## config.mk

```make
export PLATFORM = sky130hd
export DESIGN_NAME = lzd_front_flat
export DESIGN_NICKNAME = d
export VERILOG_FILES = /design/src/lzd_pkg.sv /design/src/lzd_if.sv /design/src/lzd_front.sv /design/src/flat_wrapper.sv
export SDC_FILE = /design/constraint.sdc
export NUM_CORES = 1
export LEC_CHECK = 0
export ABC_AREA = 1
export BUFFER_PORTS_ARGS = -buffer_cell sky130_fd_sc_hd__buf_2
export CAP_MARGIN = 0
export CORE_MARGIN = 8
export CORE_UTILIZATION = 40
export CTS_CLUSTER_DIAMETER = 40
export DETAILED_ROUTE_END_ITERATION = 8
export GPL_TIMING_DRIVEN = 0
export PLACE_DENSITY = 0.79
export REMOVE_ABC_BUFFERS = 1
export SLEW_MARGIN = 20
export SYNTH_ARGS = -nofsm -noshare
export SYNTH_HDL_FRONTEND = slang
export SYNTH_SLANG_ARGS = --single-unit
```

## constraint.sdc

```tcl
create_clock -name clk_i -period 1.31 [get_ports clk_i]
set_clock_uncertainty 0.15 [all_clocks]
set_input_delay 0.262 -clock clk_i [delete_from_list [all_inputs] [get_ports clk_i]]
set_output_delay 0.262 -clock clk_i [all_outputs]
set_load 0.01 [all_outputs]
```

## src/lzd_pkg.sv

```systemverilog
// ----------------------------------------------------------------------------
// lzd_pkg: shared definitions for the LZ77 stream decoder
// Widths, default sizes and the command word passed from front to back end.
// ----------------------------------------------------------------------------
`default_nettype none

package lzd_pkg;

  localparam int unsigned BYTE_W      = 8;
  localparam int unsigned LEN_W       = 5;
  localparam int unsigned POS_W       = 11;
  localparam int unsigned MAX_LEN     = 31;
  localparam int unsigned HIST_DEPTH  = 2048;
  localparam int unsigned QUEUE_DEPTH = 4;

  // Work to be carried out by the back end
  typedef enum logic [1:0] {
    OP_LIT   = 2'd0,  // emit and append one literal byte
    OP_MATCH = 2'd1,  // copy len bytes out of the window
    OP_CLEAR = 2'd2   // empty the window, no output
  } lzd_op_e;

  typedef struct packed {
    lzd_op_e              op;
    logic [POS_W-1:0]     arg;  // literal byte in the low bits, or window position
    logic [LEN_W-1:0]     len;
    logic                 clr;  // empty the window once this command is done
  } lzd_cmd_t;

endpackage

`default_nettype wire

```

## src/lzd_if.sv

```systemverilog
// ----------------------------------------------------------------------------
// lzd_if: valid/ready channels of the LZ77 stream decoder
// Compressed input words and decoded output words.
// ----------------------------------------------------------------------------
`default_nettype none

interface lzd_in_if;
  logic                      valid;
  logic                      ready;
  logic [lzd_pkg::BYTE_W-1:0] in_byte;
  logic                      stream_end;

  modport source (output valid, in_byte, stream_end, input ready);
  modport sink   (input valid, in_byte, stream_end, output ready);
endinterface


`default_nettype wire

```

## src/lzd_front.sv

```systemverilog
// ----------------------------------------------------------------------------
// lzd_front: token parser
// Accepts compressed words, tracks the token state and issues commands.
// ----------------------------------------------------------------------------
`default_nettype none

module lzd_front (
  input  wire logic     clk_i,
  input  wire logic     rst_ni,
  lzd_in_if.sink        in_i,
  input  wire logic     cmd_full_i,
  output logic          cmd_push_o,
  output lzd_pkg::lzd_cmd_t cmd_o
);
  import lzd_pkg::*;

  localparam logic [1:0] MODE_TOKEN     = 2'd0;
  localparam logic [1:0] MODE_LIT_PLAIN = 2'd1;
  localparam logic [1:0] MODE_LOW_BYTE  = 2'd2;
  localparam logic [1:0] MODE_LIT_MATCH = 2'd3;

  logic [1:0]       mode_q, mode_d;
  logic [LEN_W-1:0] plen_q, plen_d;
  logic [2:0]       phigh_q, phigh_d;
  logic             accept;

  assign in_i.ready = !cmd_full_i;
  assign accept     = in_i.valid && in_i.ready;

  always_comb begin
    mode_d     = mode_q;
    plen_d     = plen_q;
    phigh_d    = phigh_q;
    cmd_push_o = 1'b0;
    cmd_o.op   = OP_CLEAR;
    cmd_o.arg  = POS_W'(in_i.in_byte);
    cmd_o.len  = plen_q;
    cmd_o.clr  = in_i.stream_end;
    if (accept) begin
      unique case (mode_q)
        MODE_TOKEN: begin
          if (in_i.stream_end) begin
            // drop the incomplete token, empty the window
            cmd_push_o = 1'b1;
          end else if (in_i.in_byte == '0) begin
            mode_d = MODE_LIT_PLAIN;
          end else begin
            plen_d  = in_i.in_byte[7:3];
            phigh_d = in_i.in_byte[2:0];
            mode_d  = MODE_LOW_BYTE;
          end
        end
        MODE_LOW_BYTE: begin
          cmd_o.arg = {phigh_q, in_i.in_byte};
          if (plen_q != '0) begin
            cmd_o.op   = OP_MATCH;
            cmd_push_o = 1'b1;
          end else if (in_i.stream_end) begin
            cmd_push_o = 1'b1;
          end
          mode_d = MODE_LIT_MATCH;
        end
        MODE_LIT_PLAIN, MODE_LIT_MATCH: begin
          cmd_o.op   = OP_LIT;
          cmd_push_o = 1'b1;
          mode_d     = MODE_TOKEN;
        end
        default: mode_d = MODE_TOKEN;
      endcase
      if (in_i.stream_end) begin
        mode_d  = MODE_TOKEN;
        plen_d  = '0;
        phigh_d = '0;
      end
    end
  end

  always_ff @(posedge clk_i or negedge rst_ni) begin
    if (!rst_ni) begin
      mode_q  <= MODE_TOKEN;
      plen_q  <= '0;
      phigh_q <= '0;
    end else begin
      mode_q  <= mode_d;
      plen_q  <= plen_d;
      phigh_q <= phigh_d;
    end
  end

endmodule

`default_nettype wire

```

## src/flat_wrapper.sv

```systemverilog
// flat-port wrapper written by rule: the top's interface ports become plain ports
module lzd_front_flat import lzd_pkg::*;
  (clk_i, rst_ni, cmd_full_i, cmd_push_o, cmd_o, in_i_valid, in_i_in_byte, in_i_stream_end, in_i_ready);
  lzd_in_if in_i_i ();
  input  wire logic clk_i;
  input  wire logic rst_ni;
  input  wire logic cmd_full_i;
  output logic cmd_push_o;
  output lzd_pkg::lzd_cmd_t cmd_o;
  input wire logic [$bits(in_i_i.valid)-1:0] in_i_valid;
  input wire logic [$bits(in_i_i.in_byte)-1:0] in_i_in_byte;
  input wire logic [$bits(in_i_i.stream_end)-1:0] in_i_stream_end;
  output wire logic [$bits(in_i_i.ready)-1:0] in_i_ready;
  assign in_i_i.valid = in_i_valid;
  assign in_i_i.in_byte = in_i_in_byte;
  assign in_i_i.stream_end = in_i_stream_end;
  assign in_i_ready = in_i_i.ready;
  lzd_front u_core (.clk_i(clk_i), .rst_ni(rst_ni), .in_i(in_i_i), .cmd_full_i(cmd_full_i), .cmd_push_o(cmd_push_o), .cmd_o(cmd_o));
endmodule
```

==> results.md <==
| Parameter | This run | Unit |
|:---|:---|:---|
| Run status | finished with violations | - |
| Violated checks | negative setup slack | - |
| Period utilisation layout | 132 | % |
| Pin count of the biggest net entering global routing | 14 | - |
| Worst rel slew slack | 85.6 | % |
| Number of distinct standard cells referenced by the synthesized netlist | 19 | - |
| Vias per Instance | 4.57 | - |
| Sequential fraction of the synthesis area | 34.8 | % |
| Worst-Margin Slew | 215 | ps |
| Reg-to-reg slack, setup | 50 | ps |
| CTS max path bufs | 2 | - |
| Routability Congestion | 0.837 | - |
| Input/output buffers | 33 | - |
| Top library cells by usage in the layout, fill and taps aside | 32 x buf_2, 24 x nand2_1, 15 x nor2_1, 13 x inv_1, 10 x dfrtp_1 | - |
| Clock latency on the worst-skew pair | 250 | ps |
| Kind of end point of the critical path | output port | - |
| Finished Core Util | 53.6 | % |
| Vias | 718 | - |
| Effective utilization at floorplan | 42.1 | % |
| Clock Sinks | 10 | - |
| CTS Buf Count | 3 | - |
| Worst path slowest cell | dfrtp_1 | - |
| Cell-by-cell listing of the critical path | nor3_2 -> nand2_1 -> nand2_2 -> nand3_2 -> nand2_1 -> inv_1 -> buf_2 | - |
| Synthesis-stage register bit count | 10 | - |
| Max-cap violation count | 0 | - |
| Die Area | 3410 | um2 |
| Mapped cell area | 718 | um2 |
| Hold Crit Class | in -> reg | - |
| Vias in the first global route | 717 | - |
| Total negative setup slack | -2250 | ps |
| Pins Over Slew Limit | 0 | - |
| Number of cells in the design after placement | 149 | - |
| Final wirelength | 1680 | um |
| Data required time at the worst endpoint | 900 | ps |
| Setup repair after global routing missed its margin | yes | - |
| Achievable frequency | 0.580 | GHz |
| Total of endpoints with negative setup slack in the final report | 8 | - |
| CTS clk-pin slew, worst paths | 60 | ps |
| Number of antenna violations at the first check in global routing | 0 | - |
| Critical path peak fanout | 2 | - |
| FILL cells | 166 | - |
| Max H-tree Level | 1 | - |
| First-pass GRT wire length | 2700 | um |
| Antenna cells | 0 | - |
| Count of boundary I/O pins | 34 | - |
| Number of endpoints with negative hold slack in the final report | 0 | - |
| Min Tclk post-route | 1720 | ps |
| Worst Setup Start Kind | flip-flop | - |
| Number of violations reported at the end of detailed-routing iteration 0 | 14 | - |
| Category of the most critical setup path | reg -> out | - |
| Number of optimization iterations in the first detailed-route pass | 4 | - |
| Data arrival at the endpoint of the critical path | 1310 | ps |
| Worst stage delay on the critical path | 380 | ps |
| Number of instances in the synthesized netlist | 102 | - |
| Mean instance size in the synthesized netlist | 7.04 | um2 |
| Number of cell rows | 15 | - |
| Die Y-Extent | 58.4 | um |
| Final cell count without fillers | 157 | - |
| Core region area | 1710 | um2 |
| Number of nets with antenna violations after routing | 0 | - |
| Number of warning messages in the yosys log | 0 | - |
| Pre-CTS WS | -215 | ps |
| Tot GR Track Use | 9.49 | % |
| Clock tree from TritonCTS | done | - |
| Root cell of the clock tree | clkbuf_4 | - |
| Growth of design area from synthesis to finish | 27.5 | % |
| Drt drc | 0 | - |
| Most repeated library cell on the critical path | nand2_1 | - |
| Residual overflow from global routing | 0 | - |
| Die width | 58.4 | um |
| Power per cell area | 1020 | nW/um2 |
| Most common cell after layout, fill and taps aside | buf_2 | - |
| Reported leakage power | 0.552 | nW |
| Share of final-layout standard cells stronger than drive strength 1 | 43.2 | % |
| Fin worst setup slack | -414 | ps |
| Final routed wire length divided by cell count | 10.7 | um |
| Largest vdd supply drop | 0.416 | mV |
| Fin nets | 147 | - |
==> Yosys cell counts, drive strengths merged <==
master | instances | share of area, %
nand2 | 31 | 19
nor2 | 18 | 11
inv | 16 | 8.7
buf | 11 | 11
dfrtp | 10 | 35
nand4 | 8 | 7.0
nand3 | 2 | 3.1
nor3 | 2 | 1.4
a21oi | 1 | 0.70
clkinv | 1 | 0.70
o21ai | 1 | 0.70
o22ai | 1 | 0.87
==> stage by stage <==
stage                     instance area (um2)  power [mW]  hold slack (ps)
after floorplan                           636       0.557             -184
after global placement                    832       0.671            -25.2
after detailed placement                  832       0.683            -21.9
after CTS                                 883       0.903              202
after global routing                      916       0.997              241
final                                     916       0.934              203
==> registers in the layout (all words and copies together), names as in the netlist <==
name	cells
u_core.mode_q	2
u_core.plen_q	5
u_core.phigh_q	3
==> repair_timing <==
action,in CTS,in global routing
endpoints found under the hold margin,10,0
hold buffers,1,0
gates resized for setup,2,3
pin swaps,1,4
setup endpoints to repair,6,14
setup buffers,1,3
==> layer usage <==
metal	vias up	track usage (%)	part of all wire, %
li1	364	-	-
met1	326	10.2	43
met2	26	17.6	50
met3	2	2.17	5.8
met4	0	3.15	0.71
met5	-	0	0
==> cells by family after synthesis <==
| logic type | share of synthesized area [%] |
|---|---|
| AND/OR/NAND/NOR | 42.0 |
| buffers and inverters | 20.9 |
| flip-flops | 34.8 |
| AO/OA/AOI/OAI | 2.26 |
==> power by group <==
| part | switching [mW] | internal (mW) | total [mW] |
|---|---|---|---|
| logic | 0.198 | 0.142 | 0.340 |
| registers | 0.0346 | 0.359 | 0.394 |
| clock network | 0.0952 | 0.106 | 0.201 |
| total | 0.328 | 0.606 | 0.934 |
==> worst paths after layout <==
path,start,to,cells past startpoint
worst max-delay path,u_core.plen_q[2]$_DFFE_PN0P_,cmd_push_o,7
worst min-delay path,in_i_in_byte[5],u_core.plen_q[2]$_DFFE_PN0P_,5
worst max register to register,u_core.mode_q[1]$_DFFE_PN0P_,u_core.phigh_q[0]$_DFFE_PN0P_,6
worst min register to register,u_core.phigh_q[1]$_DFFE_PN0P_,u_core.phigh_q[1]$_DFFE_PN0P_,2
max in group asynchronous,rst_ni,u_core.mode_q[0]$_DFFE_PN0P_,2
min in group asynchronous,rst_ni,u_core.plen_q[3]$_DFFE_PN0P_,2
==> worst max-delay path: cells and delay by family, from the launching register on <==
family	cells	cell delay [ps]
buffers and inverters	2	170
DFF	1	380
and+or+nand+nor	5	500
==> layout make-up <==
| type | count | area, um2 | share of cell area, % |
|---|---|---|---|
| timing repair buffer | 38 | 211 | 23.1 |
| clock buffer | 3 | 22.5 | 2.46 |
| tap | 25 | 31.3 | 3.42 |
| multi-input combinational | 64 | 333 | 36.3 |
| sequential | 10 | 250 | 27.3 |
| inverter | 17 | 67.6 | 7.38 |
Power figures use the tool's default switching activity.
