`src/lzd_pkg.sv`:
```
// ----------------------------------------------------------------------------
// lzd_pkg: shared definitions for the LZ77 stream decoder
// Widths, default sizes and the command word passed from front to back end.
// ----------------------------------------------------------------------------
`default_nettype none

package lzd_pkg;

  localparam int unsigned BYTE_W      = 8;
  localparam int unsigned LEN_W       = 5;
  localparam int unsigned POS_W       = 11;
  localparam int unsigned MAX_LEN     = 31;
  localparam int unsigned HIST_DEPTH  = 2048;
  localparam int unsigned QUEUE_DEPTH = 4;

  // Work to be carried out by the back end
  typedef enum logic [1:0] {
    OP_LIT   = 2'd0,  // emit and append one literal byte
    OP_MATCH = 2'd1,  // copy len bytes out of the window
    OP_CLEAR = 2'd2   // empty the window, no output
  } lzd_op_e;

  typedef struct packed {
    lzd_op_e              op;
    logic [POS_W-1:0]     arg;  // literal byte in the low bits, or window position
    logic [LEN_W-1:0]     len;
    logic                 clr;  // empty the window once this command is done
  } lzd_cmd_t;

endpackage

`default_nettype wire

```
`src/lzd_fifo.sv`:
```
// ----------------------------------------------------------------------------
// lzd_fifo: command queue
// Short register queue between the token parser and the window engine.
// ----------------------------------------------------------------------------
`default_nettype none

module lzd_fifo (
  input  wire logic              clk_i,
  input  wire logic              rst_ni,
  input  wire logic              push_i,
  input  wire lzd_pkg::lzd_cmd_t cmd_i,
  output logic                   full_o,
  input  wire logic              pop_i,
  output logic                   valid_o,
  output lzd_pkg::lzd_cmd_t      cmd_o
);
  import lzd_pkg::*;

  localparam int unsigned PW = $clog2(QUEUE_DEPTH);

  lzd_cmd_t      slot_q [QUEUE_DEPTH];
  logic [PW-1:0] wr_ptr_q, rd_ptr_q;
  logic [PW:0]   count_q;
  logic          do_push, do_pop;

  assign full_o  = count_q == (PW+1)'(QUEUE_DEPTH);
  assign valid_o = count_q != '0;
  assign cmd_o   = slot_q[rd_ptr_q];
  assign do_push = push_i && !full_o;
  assign do_pop  = pop_i && valid_o;

  always_ff @(posedge clk_i) begin
    if (do_push) begin
      slot_q[wr_ptr_q] <= cmd_i;
    end
  end

  always_ff @(posedge clk_i or negedge rst_ni) begin
    if (!rst_ni) begin
      wr_ptr_q <= '0;
      rd_ptr_q <= '0;
      count_q  <= '0;
    end else begin
      if (do_push) begin
        wr_ptr_q <= wr_ptr_q + PW'(1);
      end
      if (do_pop) begin
        rd_ptr_q <= rd_ptr_q + PW'(1);
      end
      unique case ({do_push, do_pop})
        2'b10:   count_q <= count_q + (PW+1)'(1);
        2'b01:   count_q <= count_q - (PW+1)'(1);
        default: count_q <= count_q;
      endcase
    end
  end

endmodule

`default_nettype wire

```
`config.mk`:
```
export PLATFORM = sky130hd
export DESIGN_NAME = lzd_fifo
export DESIGN_NICKNAME = d
export VERILOG_FILES = /design/src/lzd_pkg.sv /design/src/lzd_fifo.sv
export SDC_FILE = /design/constraint.sdc
export NUM_CORES = 1
export LEC_CHECK = 0
export ABC_AREA = 1
export BUFFER_PORTS_ARGS = -buffer_cell sky130_fd_sc_hd__buf_2
export CAP_MARGIN = 20
export CELL_PAD_IN_SITES_DETAIL_PLACEMENT = 0
export CELL_PAD_IN_SITES_GLOBAL_PLACEMENT = 1
export CORE_MARGIN = 1.5
export CORE_UTILIZATION = 40
export CTS_CLUSTER_DIAMETER = 120
export DETAILED_ROUTE_END_ITERATION = 10
export PLACE_DENSITY_LB_ADDON = 0.1
export SYNTH_ARGS = -nofsm -noshare
export SYNTH_HDL_FRONTEND = slang
export SYNTH_SLANG_ARGS = --single-unit
```
`constraint.sdc`:
```
create_clock -name clk_i -period 2.3 [get_ports clk_i]
set_input_delay 0.115 -clock clk_i [delete_from_list [all_inputs] [get_ports clk_i]]
set_output_delay 0.115 -clock clk_i [all_outputs]
set_load 0.02 [all_outputs]
```
==> results of run 1 <==
==> critical path, stage by stage (launching register included) <==
cell     delay [ns]
dfrtp_1        0.41
inv_2          0.09
nand3_1        0.14
nand2_1        0.29
ha_1           0.23
inv_1          0.07
fa_1           0.38
nand2_1        0.10
nand3_1        0.07
nand2_1        0.05
nand2_1        0.04
==> final cells by class <==
cell class | count | area, um2
inverters | 54 | 202.7
flip-flops and latches | 83 | 2457
clock buffers | 9 | 123.9
well taps | 108 | 135.1
clock inverters | 7 | 75.07
fillers | 785 | 4339
multi-input cells | 133 | 824.5
repair buffers | 72 | 520.5
==> layer usage <==
metal	global-route usage, %	up-vias
met3	3.669	5
met5	0	-
met2	24.31	38
met4	6.264	0
li1	-	1101
met1	18.13	961
==> cell families (layout without fill, tap and decap cells) <==
| family | after synthesis | in the layout | synth area share (%) |
|---|---|---|---|
| AO/OA/AOI/OAI | 39 | 39 | 10.85 |
| XOR/XNOR | 1 | 1 | 0.2465 |
| adder cells (fa/ha/maj) | 6 | 6 | 2.324 |
| buffers and inverters | 66 | 142 | 7.923 |
| flip-flops | 83 | 83 | 69.16 |
| AND/OR/NAND/NOR | 87 | 87 | 9.507 |
==> Yosys cell counts (all sizes together) <==
library cell   n  share of area, %
o211ai        38                11
ha             5               1.8
dfrtp          7               4.9
nand4          1              0.18
buf           12               2.2
inv           54               5.7
nand2         75               7.9
edfxtp        76                64
o21ai          1              0.14
fa             1              0.56
xnor2          1              0.25
nand3          7              0.99
nor2           4              0.42
==> path summary, 6_finish.rpt <==
kind | from | endpoint | slack (ns) | cells after the start
setup reg to reg | count_q[0]$_DFFE_PN0P_ | count_q[2]$_DFFE_PN0P_ | 0.33 | 10
hold / removal | pop_i | rd_ptr_q[0]$_DFFE_PN0P_ | 0.04 | 3
hold reg to reg | count_q[0]$_DFFE_PN0P_ | count_q[0]$_DFFE_PN0P_ | 0.51 | 1
setup / recovery | count_q[0]$_DFFE_PN0P_ | count_q[2]$_DFFE_PN0P_ | 0.33 | 10
min in group asynchronous | rst_ni | count_q[0]$_DFFE_PN0P_ | 0.13 | 2
max in group asynchronous | rst_ni | rd_ptr_q[0]$_DFFE_PN0P_ | 2.00 | 2
==> registers in the layout, summed over array words and instances, names as in the netlist <==
register and flops:
slot_q 76, count_q 3, rd_ptr_q 2, wr_ptr_q 2
==> stage by stage <==
step                std cells  power (mW)  cell area [um2]
global route              466       5.740             4339
global placement          430       4.316             3940
floorplan                 282       3.686             3553
finish                    466       5.317             4339
CTS                       466       5.411             4339
detailed placement        430       4.337             3940
==> power breakdown <==
part           switching, mW  leakage, nW  total, mW  internal [mW]
clock                  0.539       0.0923       1.05          0.507
combinational           1.43        0.972       2.17          0.741
sequential             0.107        0.781       2.11           2.00
total                   2.07         1.85       5.32           3.25
==> repair_timing <==
| item | 4_1_cts | 5_1_grt |
|---|---|---|
| endpoints found under the hold margin | 83 | 0 |
| setup buffers | 0 | 0 |
| hold buffers | 20 | 0 |
| gates resized for setup | 0 | 0 |
==> run summary, run 1 <==
status: finished, final reports clean
CP startpoint kind: register
warnings from Yosys: 0
All-Layer GR Usage: 14.60%
Rows: 34
Hold WC Path Type: in -> reg
fin crit period: 1.973 ns
Slew HR: 63.80%
chip height: 97.25 um
TritonCTS clock tree: built
Top Layer Used: met4
total CTS buffers: 9
Placement Setup Slack: 0.3345 ns
Seq/Total Area, Yosys: 69.15%
area grow syn2layout: 22.11%
most frequent cells in the layout: edfxtp_1, nand2_1, inv_1
Syn Area/Cell: 12.60 um2
Routed Antenna Nets: 0
clock sinks: 83
initial antenna violation count: 0
max frequency: 506.9 MHz
Pre-antenna DRT Iters: 4
worst path arrival time: 2.22 ns
via count: 2,105
CTS clk-pin slew, worst paths: 0.08 ns
worst skew pair latency: 0.34 ns
Core ar.: 0.008678 mm2
first-pass GRT wire length: 10,580 um
detailed-route vias per instance: 4.517
GRT overflow: 0
DR iter-0 viols: 61
largest net degree at the start of global routing: 51
Post-Syn Instances: 282
final slew viol count: 0
Post-Syn Nets: 311
met3 wire length: 247 um
clock tree root buffer cell: clkbuf_8
met2 WL: 3042 um
worst hold slack: 0.03793 ns
post-synthesis cell area: 0.003553 mm2
vias in the first global route: 2,141
die width: 97.25 um
RSZ-0062 raised after global routing: false
wl on met1: 2844 um
clk_skew: 0.007011 ns
Period Utilization, post-route: 85.78%
Max FO, Critical Path: 7
Worst EP required: 2.54 ns
Longest Clk Path Bufs: 2
Power Dens Cells: 1225 mW/mm2
I/O Pins: 44
# diodes: 0
actual slew at the worst max-slew pin: 0.5430 ns
I/O Buffers: 43
Initial Util: 40.95%
commonest non-fill, non-tap cell in the layout: edfxtp_1
Setup TNS: 0 ns
DRC viols: 0
# setup viols final: 0
crit end category: register
layout cells sized above 1: 26.54%
Yosys cell types: 18
dpl hpwl: 3832 um
Synth Register Bits: 83
# H-tree levels: 3
maximum vdd drop: 0.0004741 V
routed wire length: 6192 um
final hold violation count: 0
CP Class: reg -> reg
Final WS setup: 0.3271 ns
gp weighted congestion: 0.7582
DR WL/cell: 13.29 um
cell leakage power: 1.845 nW
Layout Utilization: 50.00%
number of max-cap violations: 0
nets@finish: 382
Die ar.: 0.009458 mm2
Note: power is estimated with default switching activity, not from simulation.
==> inputs of run 2 (changes only) <==
- clock period: 2.3 -> 2.4 ns (I/O delays scaled with it)
==> run 2 against run 1 <==
Via count rose by 0.76%. Cell count is 0.21% lower. Critical path depth unchanged. Clock skew is 0.0052 ns higher. Critical path type unchanged. Critical endpoint unchanged. Largest cell class unchanged.
==> run summary, run 2 (synthesized netlist as in run 1, its figures left out) <==
I/O Buffers: 43 (unchanged)
Power Dens Cells: 1194 mW/mm2 (-2.6%)
commonest non-fill, non-tap cell in the layout: edfxtp_1
vias in the first global route: 2,150 (+0.42%)
fin crit period: 1.974 ns (+0.001162 ns)
CTS Hold Buffers Added: 20 (unchanged)
RSZ-0062 raised after global routing: false
Worst EP required: 2.64 ns (+0.10 ns)
cell leakage power: 1.861 nW (+0.86%)
detailed-route vias per instance: 4.561 (+0.98%)
Post-CTS Setup Inserts: 0 (unchanged)
Post-CTS Resized: 0 (unchanged)
nets@finish: 381 (-0.26%)
R2R Path Start: count_q[0]$_DFFE_PN0P_
WHS Endpoint: rd_ptr_q[0]$_DFFE_PN0P_
Hold Startpoint: pop_i
# H-tree levels: 3 (unchanged)
max FFs per register: 76 (unchanged)
clock sinks: 83 (unchanged)
status: finished, final reports clean
cells along the critical path: inv_2 > nand3_1 > nand2_1 > ha_1 > inv_1 > fa_1 > nand2_1 > nand3_1 > nand2_1 > nand2_1
CP Class: reg -> reg
crit end category: register
Hold Path Depth: 3 (unchanged)
Initial Util: 40.95% (unchanged)
GRT overflow: 0 (unchanged)
R2R Setup Slk: 0.43 ns (+0.10 ns)
Largest delay share family, worst path: simple AND/OR/NAND/NOR gates
Slew HR: 65.41% (+1.6 points)
die width: 97.25 um (unchanged)
gp weighted congestion: 0.7628 (+0.61%)
reg2reg end: count_q[2]$_DFFE_PN0P_
CTS clk-pin slew, worst paths: 0.08 ns (about the same)
Die ar.: 0.009458 mm2 (unchanged)
total CTS buffers: 9 (unchanged)
Max FO, Critical Path: 7 (unchanged)
via count: 2,121 (+0.76%)
Rows: 34 (unchanged)
first-pass GRT wire length: 10,630 um (+0.40%)
clock tree root buffer cell: clkbuf_8
DRC viols: 0 (unchanged)
layout cells sized above 1: 26.05% (-0.49 points)
most frequent cells in the layout: edfxtp_1, nand2_1, inv_1
clk_skew: 0.01221 ns (+0.005196 ns)
critical path's largest stage delay: 0.41 ns (about the same)
cells on worst reg2reg path: 10 (unchanged)
initial antenna violation count: 0 (unchanged)
Top Registers: slot_q x76, count_q x3
final hold violation count: 0 (unchanged)
number of max-cap violations: 0 (unchanged)
CP startpoint kind: register
largest net degree at the start of global routing: 66 (+29%)
actual slew at the worst max-slew pin: 0.5184 ns (-0.02465 ns)
I/O Pins: 44 (unchanged)
worst skew pair latency: 0.35 ns (about the same)
DR WL/cell: 13.57 um (+2.1%)
routed wire length: 6308 um (+1.9%)
Longest Clk Path Bufs: 2 (unchanged)
Core ar.: 0.008678 mm2 (unchanged)
TritonCTS clock tree: built
Biggest register: slot_q
WP buf/inv: 2 (unchanged)
worst path arrival time: 2.21 ns (about the same)
final slew viol count: 0 (unchanged)
Hold WC Path Type: in -> reg
maximum vdd drop: 0.0007057 V (+49%)
chip height: 97.25 um (unchanged)
area grow syn2layout: 22.89%
Pre-antenna DRT Iters: 4 (unchanged)
# setup viols final: 0 (unchanged)
Routed Antenna Nets: 0 (unchanged)
# diodes: 0 (unchanged)
Setup TNS: 0 ns (unchanged)
worst hold slack: 0.04224 ns (+0.004311 ns)
max frequency: 506.6 MHz (about the same)
dpl hpwl: 3724 um (-2.8%)
Crit-path slowest cell: dfrtp_1
Filler cells: 801 (+2.0%)
DR iter-0 viols: 65 (+6.6%)
most frequent CP cell: nand2_1
Period Utilization, post-route: 82.25% (-3.5 points)
All-Layer GR Usage: 14.71% (+0.11 points)
-- run 2: worst min-delay path, stage by stage --
cell     delay, ns
buf_2         0.10
nand3_1       0.07
nand2_1       0.06
-- run 2: final cells by class --
class / instances / area [um2] / area share, %
timing repair buffer: 71 / 525.5 / 12.03
sequential: 83 / 2457 / 56.28
clock buffer: 9 / 123.9 / 2.837
clock inverter: 7 / 97.59 / 2.235
multi-input combinational: 133 / 824.5 / 18.88
tap: 108 / 135.1 / 3.095
inverter: 54 / 202.7 / 4.642
-- run 2: layer usage --
layer | track usage (%) | part of all wire [%] | up-vias | wire length [um]
li1 | - | - | 1099 | -
met1 | 18.85 | 49 | 982 | 3098
met2 | 24.10 | 46 | 32 | 2905
met3 | 3.597 | 3.5 | 8 | 218
met4 | 5.934 | 1.3 | 0 | 85
met5 | 0 | 0 | - | 0
-- run 2: report_power, final --
group          switching [mW]  leakage [nW]  internal [mW]
clock                   0.509         0.108          0.592
sequential              0.104         0.781           1.92
combinational            1.37         0.972          0.720
-- run 2: worst max path at each step --
stage / slack [ns] / startpoint / cells past startpoint / end
2_1_floorplan: 0.49 / count_q[0]$_DFFE_PN0P_ / 4 / slot_q[0][0]$_DFFE_PP_
3_5_place_dp: 0.45 / count_q[0]$_DFFE_PN0P_ / 10 / count_q[2]$_DFFE_PN0P_
6_report: 0.43 / count_q[0]$_DFFE_PN0P_ / 10 / count_q[2]$_DFFE_PN0P_
3_3_place_gp: 0.49 / count_q[0]$_DFFE_PN0P_ / 10 / count_q[2]$_DFFE_PN0P_
4_1_cts: 0.43 / count_q[0]$_DFFE_PN0P_ / 10 / count_q[2]$_DFFE_PN0P_
5_1_grt: 0.22 / count_q[0]$_DFFE_PN0P_ / 10 / count_q[2]$_DFFE_PN0P_
-- run 2: per-stage QoR --
step           instance area [um2]  power [mW]  instances  setup slack (ns)  util, %
2_1_floorplan                 3553       3.532        282            0.4933        -
3_3_place_gp                  3945       4.148        429            0.4856    45.46
3_5_place_dp                  3945       4.170        429            0.4470    45.46
4_1_cts                       4367       5.302        465            0.4267    50.32
5_1_grt                       4367       5.618        465            0.2181    50.32
6_report                      4367       5.212        465            0.4259    50.32
==> inputs of run 3 (changes only) <==
- clock period: 2.4 -> 2 ns (I/O delays scaled with it)
==> run 3 against run 2 <==
Count of clock-buffer cells in the layout unchanged. Combinational power increased by 24%. Non-clock buffer count increased by 7. Utilization about the same. Die area unchanged. Cell count increased by 1.5%. Via count increased by 0.28%. Sequential cell count unchanged. Critical path type is now reg -> out. Design area about the same. Global-route usage increased by 0.069 points. Total power increased by 17%. First-iteration DRC count unchanged.
==> run summary, run 3 (synthesized netlist as in run 1, its figures left out) <==
I/O Pins: 44 (unchanged)
gp weighted congestion: 0.7291 (-4.4%)
max frequency: 558.4 MHz
layout cells sized above 1: 27.47% (+1.4 points)
Post-CTS Setup Inserts: 0 (unchanged)
critical path's largest stage delay: 0.41 ns (about the same)
Die ar.: 0.009458 mm2 (unchanged)
CP startpoint kind: register
clock sinks: 83 (unchanged)
Finished Cell Area: 0.004370 mm2 (about the same)
Period Utilization, post-route: 89.55%
detailed-route vias per instance: 4.506 (-1.2%)
Top Registers: slot_q x76, count_q x3
cells on worst reg2reg path: 11 (+1)
Crit-path slowest cell: dfrtp_1
worst skew pair latency: 0.34 ns (about the same)
TritonCTS clock tree: built
R2R Setup Slk: 0.28 ns (-0.15 ns)
clock tree root buffer cell: clkbuf_8
Finished Layout Cells: 472 (+1.5%)
Rows: 34 (unchanged)
nets@finish: 388 (+1.8%)
Core ar.: 0.008678 mm2 (unchanged)
worst path arrival time: 1.69 ns (-0.52 ns)
Worst EP required: 1.90 ns (-0.74 ns)
number of max-cap violations: 0 (unchanged)
# placed instances: 436 (+1.6%)
initial antenna violation count: 0 (unchanged)
max FFs per register: 76 (unchanged)
CP Class: reg -> out
R2R Path Start: count_q[2]$_DFFE_PN0P_
first-pass GRT wire length: 10,780 um (+1.4%)
final slew viol count: 0 (unchanged)
Hold Startpoint: pop_i
Hold WC Path Type: in -> reg
actual slew at the worst max-slew pin: 0.4033 ns (-0.1151 ns)
Longest Clk Path Bufs: 2 (unchanged)
most frequent CP cell: nand2_1
total CTS buffers: 9 (unchanged)
I/O Buffers: 43 (unchanged)
Largest delay share family, worst path: buffers and inverters
status: finished, final reports clean
maximum vdd drop: 0.0006478 V (-8.2%)
Slew HR: 73.08% (+7.7 points)
DR iter-0 viols: 65 (unchanged)
vias in the first global route: 2,067 (-3.9%)
RSZ-0062 raised after global routing: false
die width: 97.25 um (unchanged)
GRT overflow: 0 (unchanged)
Initial Util: 40.95% (unchanged)
dpl hpwl: 3983 um (+7.0%)
clk_skew: 0.004669 ns (-0.007538 ns)
WP buf/inv: 3 (+1)
placed instance area: 0.003998 mm2 (+1.3%)
multi-input logic area: 824.5 um2 (unchanged)
largest net degree at the start of global routing: 27 (-59%)
Hold Path Depth: 3 (unchanged)
# setup viols final: 0 (unchanged)
area grow syn2layout: 22.99% (about the same)
cells along the critical path: inv_2 > buf_12 > nand2_1 > o211ai_1 > nand2_1 > buf_2
cell leakage power: 1.882 nW (+1.1%)
final hold violation count: 0 (unchanged)
reg2reg end: count_q[2]$_DFFE_PN0P_
DR WL/cell: 13.21 um (-2.6%)
routed wire length: 6237 um (-1.1%)
Filler cells: 803 (+0.25%)
via count: 2,127 (+0.28%)
WHS Endpoint: rd_ptr_q[0]$_DFFE_PN0P_
Max FO, Critical Path: 26 (+19)
# H-tree levels: 3 (unchanged)
chip height: 97.25 um (unchanged)
All-Layer GR Usage: 14.78% (+0.069 points)
Pre-antenna DRT Iters: 3 (-1)
commonest non-fill, non-tap cell in the layout: edfxtp_1
CTS clk-pin slew, worst paths: 0.08 ns (about the same)
worst hold slack: 0.02448 ns (-0.01776 ns)
sequential cell area: 0.002457 mm2 (unchanged)
most frequent cells in the layout: edfxtp_1, nand2_1, inv_1
Power Dens Cells: 1396 mW/mm2 (+17%)
Setup TNS: 0 ns (unchanged)
Biggest register: slot_q
crit end category: output pin
Routed Antenna Nets: 0 (unchanged)
# diodes: 0 (unchanged)
DRC viols: 0 (unchanged)
fin crit period: 1.791 ns
## run 3: worst max-delay path by stage
stage                       startpoint                endpoint  slack, ns  cells after the start
3_5_place_dp    count_q[0]$_DFFE_PN0P_  count_q[2]$_DFFE_PN0P_       0.30                     10
4_1_cts        rd_ptr_q[0]$_DFFE_PN0P_               cmd_o[13]       0.17                      6
2_1_floorplan   count_q[0]$_DFFE_PN0P_  slot_q[0][0]$_DFFE_PP_       0.09                      4
6_report       rd_ptr_q[0]$_DFFE_PN0P_               cmd_o[13]       0.21                      6
3_3_place_gp    count_q[0]$_DFFE_PN0P_  count_q[2]$_DFFE_PN0P_       0.30                     10
5_1_grt        rd_ptr_q[0]$_DFFE_PN0P_               cmd_o[12]       0.02                      6
## run 3: cell type report
type	count	share of cell area [%]
Multi-Input combinational cell	133	18.87
Clock inverter	7	1.117
Clock buffer	9	2.834
Timing Repair Buffer	78	13.23
Tap cell	108	3.092
Inverter	54	4.638
Sequential cell	83	56.23
## run 3: worst min-delay path, stage by stage
cell and delay, ns:
buf_2 0.10, nand3_1 0.07, nand2_1 0.06
## run 3: where the power goes
| part | internal, mW | switching, mW |
|---|---|---|
| logic | 0.943 | 1.64 |
| registers | 2.30 | 0.142 |
| clock network | 0.460 | 0.614 |
## run 3: through the flow
step	setup slack, ns	total power [mW]	util [%]
floorplan	0.09327	4.239	-
global placement	0.3005	5.071	46.06
detailed placement	0.3035	5.091	46.06
CTS	0.1704	6.206	50.36
global route	0.01951	6.601	50.36
finish	0.2090	6.100	50.36
## run 3: metal layers
| layer | GRT usage (%) | vias to the layer above | routed length (um) |
|---|---|---|---|
| met5 | 0 | - | 0 |
| met4 | 5.604 | 0 | 101 |
| met3 | 3.094 | 10 | 209 |
| met2 | 22.81 | 34 | 2855 |
| met1 | 20.68 | 972 | 3071 |
| li1 | - | 1111 | - |
## run 3: timing repair
action                                  CTS  global route
hold buffers                             20             0
hold endpoints to repair                 83             0
resized for setup                         0             0
endpoints found under the setup margin    0             0
